==> config.mk <==
export PLATFORM = sky130hd
export DESIGN_NAME = pcse_ctrl
export DESIGN_NICKNAME = d
export VERILOG_FILES = /design/src/design/pcse_pkg.sv /design/src/design/pcse_ctrl.sv
export SDC_FILE = /design/constraint.sdc
export NUM_CORES = 1
export LEC_CHECK = 0
export ABC_AREA = 0
export BUFFER_PORTS_ARGS = -buffer_cell sky130_fd_sc_hd__clkbuf_2
export CAP_MARGIN = 20
export CORE_ASPECT_RATIO = 0.9
export CORE_MARGIN = 4
export CORE_UTILIZATION = 54
export CTS_CLUSTER_DIAMETER = 60
export DETAILED_ROUTE_END_ITERATION = 10
export PLACE_DENSITY_LB_ADDON = 0.1
export SLEW_MARGIN = 20
export SYNTH_ARGS = -nofsm -noshare
export SYNTH_HDL_FRONTEND = slang
export SYNTH_SLANG_ARGS = --single-unit
==> constraint.sdc <==
create_clock -name clk -period 5.3 [get_ports clk]
set_clock_uncertainty 0.05 [all_clocks]
set_input_delay 0.265 -clock clk [delete_from_list [all_inputs] [get_ports clk]]
set_output_delay 0.265 -clock clk [all_outputs]
set_load 0.01 [all_outputs]
==> src/design/pcse_pkg.sv <==
// Shared types, constants and fixed-point helpers for the cubic spline evaluator.
`timescale 1ns / 1ps

package pcse_pkg;

  localparam int MAX_SEGMENTS = 16;
  localparam int SEG_AW       = (MAX_SEGMENTS > 1) ? $clog2(MAX_SEGMENTS) : 1;
  localparam int COEF_DEPTH   = 4 * MAX_SEGMENTS;
  localparam int COEF_AW      = SEG_AW + 2;

  localparam int CMD_W   = 2;
  localparam int SEGF_W  = 4;
  localparam int TERM_W  = 2;
  localparam int CNT_W   = 5;
  localparam int Q_W     = 32;
  localparam int FRAC_W  = 16;
  localparam int P_W     = 2 * Q_W;
  localparam int ACC_W   = Q_W + 4;

  localparam int CALC_STEPS = 11;
  localparam int STEP_W     = $clog2(CALC_STEPS);

  typedef enum logic [CMD_W-1:0] {
    CMD_WR_KNOT = 2'd0,
    CMD_WR_COEF = 2'd1,
    CMD_EVAL    = 2'd2
  } cmd_code_t;

  typedef enum logic [TERM_W-1:0] {
    TERM_C3 = 2'd0,
    TERM_C2 = 2'd1,
    TERM_C1 = 2'd2,
    TERM_C0 = 2'd3
  } term_t;

  typedef enum logic [2:0] {
    ST_IDLE,
    ST_SCAN_RD,
    ST_SCAN_CMP,
    ST_CALC,
    ST_LOAD_OUT
  } state_t;

  // multiplier operand pairs
  typedef enum logic [2:0] {
    MO_TT,
    MO_TC3,
    MO_T2T,
    MO_TC2,
    MO_TC1,
    MO_T2C3,
    MO_T2C2,
    MO_T3C3
  } mul_op_t;

  // where the rounded product goes, and with which small multiple
  typedef enum logic [2:0] {
    QD_NONE,
    QD_T2,
    QD_T3,
    QD_POS,
    QD_VEL2,
    QD_VEL3,
    QD_ACC6
  } q_dst_t;

  typedef struct packed {
    logic               knot_we;
    logic               coef_we;
    logic               t_ld;
    logic [SEG_AW-1:0]  knot_raddr;
    logic [COEF_AW-1:0] coef_raddr;
    logic               coef_ld;
    term_t              coef_term;
    mul_op_t            mul_op;
    q_dst_t             q_dst;
    logic               pos_init;
    logic               vel_init;
    logic               acc_init;
    logic               out_ld;
    logic               out_found;
  } pcse_cmd_t;

  typedef struct packed {
    logic knot_gt;
    logic out_free;
  } pcse_sts_t;

  localparam logic signed [P_W-1:0] Q_HALF = P_W'(1) <<< (FRAC_W - 1);
  localparam logic signed [P_W-1:0] P_QMAX =
    {{(P_W-Q_W+1){1'b0}}, {(Q_W-1){1'b1}}};
  localparam logic signed [P_W-1:0] P_QMIN =
    {{(P_W-Q_W+1){1'b1}}, {(Q_W-1){1'b0}}};
  localparam logic signed [ACC_W-1:0] A_QMAX =
    {{(ACC_W-Q_W+1){1'b0}}, {(Q_W-1){1'b1}}};
  localparam logic signed [ACC_W-1:0] A_QMIN =
    {{(ACC_W-Q_W+1){1'b1}}, {(Q_W-1){1'b0}}};

  // round half up to Q16.16, then clamp to 32 bits
  function automatic logic signed [Q_W-1:0] round_prod(input logic signed [P_W-1:0] p);
    logic signed [P_W-1:0] r;
    logic signed [P_W-1:0] s;
    r = p + Q_HALF;
    s = r >>> FRAC_W;
    if (s > P_QMAX) begin
      return P_QMAX[Q_W-1:0];
    end else if (s < P_QMIN) begin
      return P_QMIN[Q_W-1:0];
    end
    return s[Q_W-1:0];
  endfunction

  function automatic logic signed [Q_W-1:0] sat_acc(input logic signed [ACC_W-1:0] v);
    if (v > A_QMAX) begin
      return A_QMAX[Q_W-1:0];
    end else if (v < A_QMIN) begin
      return A_QMIN[Q_W-1:0];
    end
    return v[Q_W-1:0];
  endfunction

endpackage

==> src/design/pcse_ctrl.sv <==
// Controller: accepts beats, scans knots, sequences the shared multiplier.
`timescale 1ns / 1ps

module pcse_ctrl import pcse_pkg::*; (
  input  logic              clk,
  input  logic              rst_n,
  input  logic              cfg_we,
  input  logic [CNT_W-1:0]  cfg_wdata,
  input  logic              in_valid,
  output logic              in_ready,
  input  logic [CMD_W-1:0]  in_cmd,
  input  logic [SEGF_W-1:0] in_segment,
  input  pcse_sts_t         sts,
  output pcse_cmd_t         cmd
);

  state_t              state_r, state_nxt;
  logic [STEP_W-1:0]   step_r, step_nxt;
  logic [SEG_AW-1:0]   idx_r, idx_nxt;
  logic                found_r, found_nxt;
  logic [CNT_W-1:0]    seg_count_r;
  logic                accept;
  logic                seg_ok;
  logic                scan_last;
  term_t               rd_term;

  assign in_ready  = (state_r == ST_IDLE);
  assign accept    = in_valid && in_ready;
  assign seg_ok    = int'(in_segment) < MAX_SEGMENTS;
  assign scan_last = (int'(idx_r) + 1 >= int'(seg_count_r)) ||
                     (int'(idx_r) + 1 >= MAX_SEGMENTS);

  always_ff @(posedge clk) begin
    if (!rst_n) begin
      state_r     <= ST_IDLE;
      step_r      <= '0;
      idx_r       <= '0;
      found_r     <= 1'b0;
      seg_count_r <= CNT_W'(1);
    end else begin
      state_r <= state_nxt;
      step_r  <= step_nxt;
      idx_r   <= idx_nxt;
      found_r <= found_nxt;
      if (cfg_we) begin
        seg_count_r <= cfg_wdata;
      end
    end
  end

  always_comb begin
    state_nxt = state_r;
    step_nxt  = step_r;
    idx_nxt   = idx_r;
    found_nxt = found_r;
    rd_term   = TERM_C3;
    cmd       = '0;
    cmd.knot_raddr = idx_r;

    unique case (state_r)
      ST_IDLE: begin
        if (accept) begin
          unique case (cmd_code_t'(in_cmd))
            CMD_WR_KNOT: cmd.knot_we = seg_ok;
            CMD_WR_COEF: cmd.coef_we = seg_ok;
            CMD_EVAL: begin
              cmd.t_ld  = 1'b1;
              idx_nxt   = '0;
              found_nxt = 1'b0;
              state_nxt = (seg_count_r == '0) ? ST_LOAD_OUT : ST_SCAN_RD;
            end
            default: ;
          endcase
        end
      end
      ST_SCAN_RD: begin
        state_nxt = ST_SCAN_CMP;
      end
      ST_SCAN_CMP: begin
        if (sts.knot_gt) begin
          found_nxt = 1'b1;
          step_nxt  = '0;
          state_nxt = ST_CALC;
        end else if (scan_last) begin
          state_nxt = ST_LOAD_OUT;
        end else begin
          idx_nxt   = idx_r + 1'b1;
          state_nxt = ST_SCAN_RD;
        end
      end
      ST_CALC: begin
        // a product issued at one step is registered in p_r, then rounded into q_r, where a later step's q_dst takes it
        unique case (int'(step_r))
          0: begin
            rd_term    = TERM_C3;
            cmd.mul_op = MO_TT;
          end
          1: begin
            rd_term       = TERM_C2;
            cmd.coef_ld   = 1'b1;
            cmd.coef_term = TERM_C3;
          end
          2: begin
            rd_term       = TERM_C1;
            cmd.coef_ld   = 1'b1;
            cmd.coef_term = TERM_C2;
            cmd.mul_op    = MO_TC3;
            cmd.q_dst     = QD_T2;
          end
          3: begin
            rd_term       = TERM_C0;
            cmd.coef_ld   = 1'b1;
            cmd.coef_term = TERM_C1;
            cmd.mul_op    = MO_T2T;
            cmd.acc_init  = 1'b1;
          end
          4: begin
            cmd.coef_ld   = 1'b1;
            cmd.coef_term = TERM_C0;
            cmd.mul_op    = MO_TC2;
            cmd.q_dst     = QD_ACC6;
            cmd.vel_init  = 1'b1;
          end
          5: begin
            cmd.mul_op   = MO_TC1;
            cmd.q_dst    = QD_T3;
            cmd.pos_init = 1'b1;
          end
          6: begin
            cmd.mul_op = MO_T2C3;
            cmd.q_dst  = QD_VEL2;
          end
          7: begin
            cmd.mul_op = MO_T2C2;
            cmd.q_dst  = QD_POS;
          end
          8: begin
            cmd.mul_op = MO_T3C3;
            cmd.q_dst  = QD_VEL3;
          end
          9:  cmd.q_dst = QD_POS;
          10: cmd.q_dst = QD_POS;
          default: ;
        endcase
        if (int'(step_r) == CALC_STEPS - 1) begin
          state_nxt = ST_LOAD_OUT;
        end else begin
          step_nxt = step_r + 1'b1;
        end
      end
      ST_LOAD_OUT: begin
        cmd.out_found = found_r;
        // hold until the result register can take the beat
        if (sts.out_free) begin
          cmd.out_ld = 1'b1;
          state_nxt  = ST_IDLE;
        end
      end
      default: state_nxt = ST_IDLE;
    endcase

    cmd.coef_raddr = {idx_r, rd_term};
  end

  a_out_ld_free: assert property (@(posedge clk) disable iff (!rst_n)
    cmd.out_ld |-> sts.out_free)
    else $error("result loaded while result register busy");

  a_calc_end: assert property (@(posedge clk) disable iff (!rst_n)
    (state_r == ST_CALC && int'(step_r) == CALC_STEPS - 1) |=> state_r == ST_LOAD_OUT)
    else $error("compute sequence did not end in result load");

  a_write_on_accept: assert property (@(posedge clk) disable iff (!rst_n)
    (cmd.knot_we || cmd.coef_we || cmd.t_ld) |-> (state_r == ST_IDLE && in_valid))
    else $error("table write or time load without an accepted beat");

  a_found_then_calc: assert property (@(posedge clk) disable iff (!rst_n)
    (state_r == ST_SCAN_CMP && sts.knot_gt) |=> (state_r == ST_CALC && step_r == '0))
    else $error("matching knot did not start the compute sequence");

endmodule

# Yosys cells after proc, flatten, opt, wreduce, memory -nomap -nowiden
# Cells that the tools add are included.
# Widths: inputs -> output; s select.
# totals
reg_bits	17
word_cells	83
# classes
n_addsub	3
order_cmp	2
eq_ne	25
mux	36
reduce_logical	12
# op_table
operator	n
$ge 32x6->1	1
$mux 3	9
$mux 4	6
$pmux 3 s7	1
$pmux 3 s6	1
$eq 4x3->1 const B	4
$eq 4x4->1 const B	4
$pmux 4 s2	2
$pmux 3 s5	1
$mux 12	1
$ne 2x2->1 const B	6
$pmux 3 s4	1
$mux 1	10
$add 4x1->4 const B	2
$eq 4x2->1 const B	2
$reduce_and 4->1	2
$eq 3x2->1 const B	2
$pmux 2 s3	1
$add 4x1->5 const B	1
$ge 5x5->1 const B	1
$logic_not 5->1	1
$reduce_and 5->1	1
$eq 4x1->1 const B	1
$mux 2	2
other kinds (13)	15

# Logic depth before layout (Yosys ltp)
# Gate-level depths: netlist of run 1.
# depth
depth_word	6
depth_mapped	9

# Least setup slack after synthesis of run 1
# OpenSTA, ideal clock, no wires.
# synth_timing
path_type	reg-to-reg
start	register idx_r[0]
end	register idx_r[2]
t_arrival_ns	2.088
required_ns	5.182
path_slack_ns	3.094
path_stages_with_launch	10
n_path_buf	0
path_cell_list	dfxtp_1 ha_1 or2b_2 nand2_1 ha_1 o21a_1 o21ai_0 o21ai_2 a2111oi_2 o21bai_2
# synth_via
elab_chain_cells	5
word_cells_on_any_way	10
classes_between	2 x add/sub; 2 x order compare; 1 x eq/ne; 3 x mux; 2 x reduce/logical
# synth_rtl
item	line	text
start: declaration	pcse_ctrl.sv:19	logic [SEG_AW-1:0] idx_r, idx_nxt;
start signal: assignment	pcse_ctrl.sv:43	idx_r <= idx_nxt;
$add 4x1->5	pcse_ctrl.sv:30, pcse_ctrl.sv:31	
$ge 32x6->1 / $ge 5x5->1 (equally long branches)	pcse_ctrl.sv:30, pcse_ctrl.sv:31	
$logic_or 1x1->1	pcse_ctrl.sv:30	assign scan_last = (int'(idx_r) + 1 >= int'(seg_count_r)) ||
$ne 2x2->1 (no source line)	--	
$reduce_and 5->1 (no source line)	--	
# Several ways; a longest one is shown, not always the timed one. The select of a mux whose other input is x is not followed.
# A chain may end at the register's enable or synchronous reset.

# Final worst setup path of run 1
# Same ends and word-level chain as after synthesis.

==> summary.txt, run 1 <==
status -> finished clean
total global-route track usage -> 19.5%
setup bufs post-CTS -> 0
Die X -> 60.9 um
Via-to-Cell Ratio -> 5.58
CTS resizes -> 0
synthesized flop and latch total -> 17
async set or reset register ratio after synthesis -> 0%
via total after detailed routing -> 1262
Clock Latency Late Sink -> 290 ps
Setup TNS Final -> 0 ps
Final min period -> 2400 ps
pre-CTS WS -> 2900 ps
Rel. slew slack -> 72.3%
number of synthesized flops with an enable pin -> 0
largest net degree at the start of global routing -> 15
Syn Area/Cell -> 8.14 um^2
slowest cell on the critical path -> dfxtp_1
Mapped Cells -> 167
critical path fanouts, max -> 7
Peak VDD IR -> 0.133 mV
total core area -> 2280 um^2
CP arrival -> 2590 ps
Setup WS post-layout -> 2900 ps
placement row count -> 16
clock buffer count from CTS -> 3
vias in the first global route -> 1159
Max Freq -> 417 MHz
Max Cap Viol -> 0
Final Core Density -> 67.9%
setup violators final -> 0
period utilization -> 45.3%
Nets -> 227
syn_nets -> 194
CP Class -> flop to flop
final hold vios -> 0
Final Power -> 0.266 mW
port bufs -> 40
pwr/cell area -> 172 nW/um^2
Top Ports -> 45
Die ar. -> 3390 um^2
CTS H-tree depth -> 1
area growth from synthesis to layout -> 13.9%
clock transition at the registers of the reported paths -> 100 ps
antenna cells -> 0
largest delay contributor family on the critical path -> compound AO/OA/AOI/OAI gates
Main synth FF type -> dfxtp_1
worst-path cell chain -> ha_1 > or2b_2 > nand2_1 > ha_1 > o21a_1 > o21ai_0 > o21ai_2 > a2111oi_2 > o21bai_2
Slew Limit Fails -> 0
antenna-violating nets left -> 0
placer congestion estimate -> 0.792
hold_buf cts -> 0
FILL cells -> 209
crit start category -> flop
clock sink total -> 17
sequential cell area fraction in the yosys report -> 25.0%
Top cell by count, worst path -> ha_1
First DRT Iteration DRCs -> 63
leakage power -> 0.729 nW
Root Driver -> clkbuf_4
TritonRoute pass-1 iters -> 4
WL/cell -> 13.4 um
RSZ-0062 raised after global routing -> false
GR Overflow Total -> 0
Unique masters post-synth -> 50
DRT Wirelength -> 3020 um
Starting Density -> 59.6%
WP buf/inv -> 0
Hold Crit Class -> primary input to flop
die height -> 55.6 um
post-detail-place hpwl -> 2400 um
number of antenna violations at the first check in global routing -> 0
share of layout cells above drive strength 1 -> 27.6%
Worst Tran Pin Value -> 415 ps
Worst setup EP type -> flop
Post-Syn Area -> 1360 um^2
CTS tree -> yes
Clock Path Buffers -> 2
Fin Hold WS -> 144 ps
Required @ worst endpoint -> 5490 ps
CP peak stage delay -> 470 ps
synthesis warning total -> 0
first-pass GRT wire length -> 5220 um
DRC Markers -> 0
per-layer routing:
layer	GRT usage [%]	wire, um	vias to the layer above
li1	-	-	639
met3	5.10	240	7
met1	26.9	1370	566
met2	29.8	1370	50
met4	4.95	34	0
met5	0	0	-
synthesized netlist by cell type, types with 2 or more instances:
| cell | count | area (um^2) |
|---|---|---|
| a21oi_1 | 10 | 50.1 |
| and3_1 | 6 | 37.5 |
| nor2b_1 | 5 | 31.3 |
| o21ai_0 | 6 | 30.0 |
| o21bai_1 | 3 | 22.5 |
| nand2_1 | 18 | 67.6 |
| buf_2 | 3 | 15.0 |
| dfxtp_1 | 17 | 340 |
| and2_1 | 3 | 18.8 |
| nand3b_1 | 2 | 15.0 |
| and4b_1 | 2 | 20.0 |
| nor2_1 | 14 | 52.6 |
| clkbuf_1 | 4 | 15.0 |
| ha_1 | 10 | 125 |
| buf_4 | 4 | 30.0 |
| nor3_1 | 5 | 25.0 |
| nand2b_1 | 3 | 18.8 |
| mux2i_1 | 7 | 70.1 |
| xnor2_1 | 3 | 26.3 |
| inv_1 | 9 | 33.8 |
| o21a_1 | 4 | 30.0 |
through the flow:
step	instances	area, um^2
2_1_floorplan	167	1360
3_3_place_gp	222	1520
3_5_place_dp	222	1520
4_1_cts	226	1550
5_1_grt	226	1550
6_report	226	1550
kinds of logic (layout without fill, tap and decap cells):
group | Yosys count | after routing | synth area share (%)
AOI/OAI and AO/OA | 34 | 34 | 18.4
xor gates and xnor gates | 4 | 4 | 2.58
adders and majority gates | 10 | 10 | 9.20
buffers and inverters | 21 | 53 | 7.73
DFF | 17 | 17 | 25.0
muxes | 8 | 8 | 5.98
and+or+nand+nor | 73 | 73 | 31.1
worst reg2reg max path, cell delays in order (launching register included):
cell and delay [ps]:
dfxtp_1 470, ha_1 230, or2b_2 320, nand2_1 90, ha_1 230, o21a_1 180, o21ai_0 180, o21ai_2 140
a2111oi_2 300, o21bai_2 170
layout by cell type, fill, tap and decap left out, drive strengths merged, types with 2 or more instances in the layout:
cell and instances:
a2111oi 2, nand2b 4, nand2 18, and3 6, nor2b 5, xnor2 3, clkbuf 44, nand3b 3
a21oi 11, nor2 16, inv 9, a21boi 2, o21bai 4, and2 3, mux2i 7, and4b 2
nor3 6, dfxtp 17, o21a 4, ha 10, o21ai 7
layout make-up:
class / instances / area, um^2 / area share [%]
Timing Repair Buffer: 40 / 200 / 12.9
Multi-Input combinational cell: 129 / 915 / 59.0
Sequential cell: 17 / 340 / 22.0
Inverter: 9 / 33.8 / 2.18
Clock buffer: 4 / 26.3 / 1.70
Tap cell: 27 / 33.8 / 2.18
where the power goes:
group / switching, mW / internal (mW) / total [mW]
combinational: 0.0298 / 0.0248 / 0.0547
sequential: 0.00916 / 0.133 / 0.142
clock: 0.0402 / 0.0293 / 0.0695
state kept, by name, indices dropped and copies added, names as in the netlist:
register     cells
found_r          1
state_r          3
seg_count_r      5
step_r           4
idx_r            4
path summary, 6_finish.rpt:
check	from	end	slack, ps	cells after the start
worst max-delay path	idx_r[0]	idx_r[2]	2900	9
worst max register to register	idx_r[0]	idx_r[2]	2900	9
worst min register to register	found_r	found_r	440	2
worst min-delay path	cfg_wdata[0]	seg_count_r[0]	140	3
(Power assumes the default switching activity.)
==> run 2, diff against run 1 <==
CORE_UTILIZATION = 45   (was 54)
clock period = 2.1 ns   (was 5.3 ns; I/O delays follow)
==> run 2 against run 1 <==
Compared with the run above:
- routed wire length up 5.3%
- sequential share of layout area down 1.5 points
- via count up 1.7%
- flip-flop and latch count unchanged
- cell count up 7.5%
- global-route usage down 2.3 points
- first-iteration DRC count down 1.6%
- combinational power rose to 2.7 times the previous value
- non-clock buffer count up 4
- critical path depth unchanged
- critical endpoint is now state_r[0]
==> summary.txt, run 2 (synthesis gave the netlist of run 1 again) <==
status -> finished clean
Hold Path Origin -> cfg_wdata[4]
via total after detailed routing -> 1284
Critical path origin -> idx_r[1]
Cells after DPL -> 238
Die X -> 66.0 um
die height -> 60.2 um
worst-path cell chain -> ha_4 > or2b_4 > nand2_2 > ha_4 > o21a_1 > o21ai_2 > o21ai_4 > o211ai_1 > and4bb_1
post-detail-place hpwl -> 2480 um
clock transition at the registers of the reported paths -> 100 ps
CTS H-tree depth -> 1
critical path fanouts, max -> 5
antenna-violating nets left -> 0
WP buf/inv -> 0
placement row count -> 18
Slew Limit Fails -> 0
Required @ worst endpoint -> 2290 ps
top flop regs -> seg_count_r (5), idx_r (4), step_r (4)
GR Overflow Total -> 0
leakage power -> 0.762 nW
Worst setup EP type -> flop
Top cell by count, worst path -> ha_4
period utilization -> 95.8%
CP arrival -> 2200 ps
total global-route track usage -> 17.2%
Hold Crit Class -> primary input to flop
Root Driver -> clkbuf_4
first-pass GRT wire length -> 5350 um
Rel. slew slack -> 73.4%
Top Ports -> 45
pre-CTS WS -> -17.1 ps
clock sink total -> 17
Final Power -> 0.679 mW
First DRT Iteration DRCs -> 62
DP Area -> 1560 um^2
Clock Path Buffers -> 2
Max Freq -> 497 MHz
commonest cells after routing, fill and taps aside -> clkbuf_2, nand2_1, nor2_1, dfxtp_1, a21oi_1
Setup WS post-layout -> 87.9 ps
vias in the first global route -> 1189
Starting Density -> 48.3%
Nets -> 231
number of antenna violations at the first check in global routing -> 0
CTS tree -> yes
antenna cells -> 0
WL/cell -> 13.1 um
Via-to-Cell Ratio -> 5.28
slowest cell on the critical path -> dfxtp_2
reg2reg start -> idx_r[1]
setup violators final -> 0
Final min period -> 2010 ps
DRT Wirelength -> 3180 um
largest net degree at the start of global routing -> 15
setup bufs post-CTS -> 0
Largest Register -> seg_count_r
total core area -> 2820 um^2
share of layout cells above drive strength 1 -> 33.0%
largest delay contributor family on the critical path -> compound AO/OA/AOI/OAI gates
area growth from synthesis to layout -> 23.6%
port bufs -> 40
TritonRoute pass-1 iters -> 4
pwr/cell area -> 404 nW/um^2
Peak VDD IR -> 0.330 mV
Die ar. -> 3970 um^2
Max Cap Viol -> 0
max FFs per register -> 5
CP Class -> flop to flop
CP peak stage delay -> 360 ps
Clock Latency Late Sink -> 290 ps
DRC Markers -> 0
clock buffer count from CTS -> 3
crit start category -> flop
Final Cell Area -> 1680 um^2
Worst Tran Pin Value -> 398 ps
most common cell after layout, fill and taps aside -> clkbuf_2
placer congestion estimate -> 0.766
final non-filler cell total -> 243
final hold vios -> 0
Final Core Density -> 59.7%
## run 2: cell count changes in the layout (fill, tap and decap cells not counted), moves of 2 or more
cell / change
buf_4: +3
ha_1: -2
dfxtp_1: -3
dfxtp_2: +3
ha_4: +2
## run 2: path summary, 6_finish.rpt
| path | cells past startpoint | slack [ps] | to |
|---|---|---|---|
| max | 9 | 90 | state_r[0] |
| min | 3 | 20 | seg_count_r[4] |
| max reg2reg | 9 | 90 | state_r[0] |
| min reg2reg | 2 | 450 | found_r |
## run 2: repair_timing
| item | CTS | global route |
|---|---|---|
| gates resized for setup | 6 | 8 |
| pin swaps | 2 | 9 |
| setup endpoints to repair | 3 | 6 |
| hold buffers | 1 | 0 |
| endpoints found under the hold margin | 1 | 0 |
## run 2: final cells by class
class	instances	area [um^2]
clock buffers	4	26.3
fillers	269	1130
inverters	9	33.8
multi-input cells	129	993
flip-flops and latches	17	344
well taps	40	50.0
repair buffers	44	233
## run 2: where the power goes
group / internal (mW) / leakage (nW) / switching [mW]
clock network: 0.0738 / 0.0150 / 0.0985
registers: 0.335 / 0.140 / 0.0216
logic: 0.0676 / 0.607 / 0.0824
## run 2: worst min-delay path: stages
cell and delay (ps):
clkbuf_2 80, mux2i_1 50, nor2b_1 90
## run 2: metrics by stage
step                setup TNS (ps)  hold WS, ps
floorplan                        0          184
finish                           0         24.0
detailed placement           -29.3          279
CTS                              0         29.1
global placement                 0          271
global route                 -5.48         35.4
## run 2: layer usage
layer	global-route usage (%)	vias up	wire length, um
met4	3.77	0	32
li1	-	647	-
met3	5.08	4	223
met1	22.7	590	1500
met5	0	-	0
met2	27.9	43	1420
==> run 3, diff against run 2 <==
==> constraint.sdc (replaced) <==
create_clock -name clk -period 2.1 [get_ports clk]
set_clock_uncertainty 0.05 [all_clocks]
set_input_delay 0 -clock clk [delete_from_list [all_inputs] [get_ports clk]]
set_output_delay 0 -clock clk [all_outputs]
set_load 0.01 [all_outputs]
==> run 3 against run 2 <==
Compared with the run above:
- setup slack worse by 46 ps
- routed wire length up 4.2%
- core utilization is 2.5 points higher
- fmax is 2.2% lower
- flip-flop and latch count did not move
- first-iteration DRC count is 45% higher
- critical endpoint is now idx_r[2]
- largest cell class unchanged
==> summary.txt, run 3 (synthesis gave the netlist of run 1 again) <==
post-detail-place hpwl -> 2530 um
Setup TNS Final -> 0 ps
Worst Hold Depth -> 4
die height -> 60.2 um
FILL cells -> 251
Die ar. -> 3970 um^2
pwr/cell area -> 395 nW/um^2
clock transition at the registers of the reported paths -> 100 ps
port bufs -> 40
Top Ports -> 45
number of antenna violations at the first check in global routing -> 0
total global-route track usage -> 17.6%
Worst setup EP type -> flop
worst r2r dst -> idx_r[2]
area growth from synthesis to layout -> 28.7%
Max Cap Viol -> 0
leakage power -> 0.785 nW
commonest cells after routing, fill and taps aside -> clkbuf_2, nand2_1, nor2_1, dfxtp_1, a21oi_1
largest net degree at the start of global routing -> 15
antenna-violating nets left -> 0
GR Overflow Total -> 0
status -> finished clean
TritonRoute pass-1 iters -> 4
Die X -> 66.0 um
final non-filler cell total -> 249
most common cell after layout, fill and taps aside -> clkbuf_2
Peak VDD IR -> 0.389 mV
Clock Path Buffers -> 2
clock buffer count from CTS -> 3
antenna cells -> 0
Via-to-Cell Ratio -> 5.37
clock sink total -> 17
Slew Limit Fails -> 0
placer congestion estimate -> 0.784
worst reg2reg path depth -> 9
crit start category -> flop
Hold Crit Class -> primary input to flop
setup violators final -> 0
Largest Register -> seg_count_r
DRT Wirelength -> 3310 um
CP Class -> flop to flop
Final Core Density -> 62.2%
total core area -> 2820 um^2
DRC Markers -> 0
Final min period -> 2060 ps
Hold Crit Endpoint -> state_r[2]
CTS H-tree depth -> 1
first-pass GRT wire length -> 5420 um
final hold vios -> 0
RSZ-0062 raised after global routing -> true
period utilization -> 98.0%
Clock Latency Late Sink -> 290 ps
reg2reg start -> idx_r[1]
Nets -> 237
Final Power -> 0.691 mW
via total after detailed routing -> 1336
CTS tree -> yes
Max Freq -> 486 MHz
Root Driver -> clkbuf_4
Required @ worst endpoint -> 2280 ps
CP arrival -> 2240 ps
Rel. slew slack -> 69.5%
Worst Tran Pin Value -> 455 ps
Fin Hold WS -> 37.5 ps
top flop regs -> seg_count_r (5), idx_r (4), step_r (4)
worst reg2reg setup slack -> 40 ps
Starting Density -> 48.3%
max FFs per register -> 5
Cells after DPL -> 238
share of layout cells above drive strength 1 -> 32.5%
critical path fanouts, max -> 5
vias in the first global route -> 1194
placement row count -> 18
Hold Path Origin -> sts[0]
WL/cell -> 13.3 um
First DRT Iteration DRCs -> 90
[run 3: per-stage QoR]
stage | setup slack, ps | instance area (um^2)
6_report | 41.8 | 1750
5_1_grt | -44.4 | 1750
4_1_cts | 6.67 | 1690
3_5_place_dp | -17.4 | 1560
3_3_place_gp | 38.8 | 1560
2_1_floorplan | 30.0 | 1360
[run 3: how the worst max path moves through the flow]
stage              from  endpoint  slack [ps]  depth (start not counted)
2_1_floorplan  idx_r[0]  idx_r[2]          30                          9
3_3_place_gp   idx_r[0]  idx_r[1]          40                          9
3_5_place_dp   idx_r[1]  idx_r[1]         -20                          9
4_1_cts        idx_r[1]  idx_r[2]           7                          9
5_1_grt        idx_r[1]  idx_r[2]         -40                          9
6_report       idx_r[1]  idx_r[2]          40                          9
[run 3: per-layer routing]
| layer | up-vias | wire, um | GRT usage [%] |
|---|---|---|---|
| met5 | - | 0 | 0 |
| met4 | 0 | 53 | 5.80 |
| met3 | 4 | 245 | 4.70 |
| met2 | 47 | 1540 | 28.9 |
| met1 | 621 | 1470 | 22.5 |
| li1 | 664 | - | - |
[run 3: where the power goes]
group | switching, mW | total (mW) | internal (mW)
logic | 0.0876 | 0.163 | 0.0752
registers | 0.0212 | 0.356 | 0.335
clock network | 0.0987 | 0.173 | 0.0739
[run 3: area by class of cell]
cell class              instances  area [um^2]  share of cell area (%)
well taps                      40         50.0                    2.86
multi-input cells             129         1000                    57.1
clock buffers                   4         26.3                    1.50
inverters                       9         33.8                    1.93
repair buffers                 50          297                    16.9
flip-flops and latches         17          344                    19.7
[run 3: what timing repair did]
item / in CTS / in global routing
hold endpoints to repair: 6 / 0
hold buffers: 7 / 0
resized for setup: 5 / 11
pin swaps: 2 / 9
setup buffers: 1 / 0
endpoints found under the setup margin: 3 / 6
[run 3: critical path, cell delays in order (launching register included)]
cell       delay, ps
dfxtp_2          370
ha_4             140
or2b_4           280
nand2_2           80
ha_4             190
o21a_1           170
o21ai_2          150
o21ai_4          110
a2111oi_4        280
o21bai_2         170
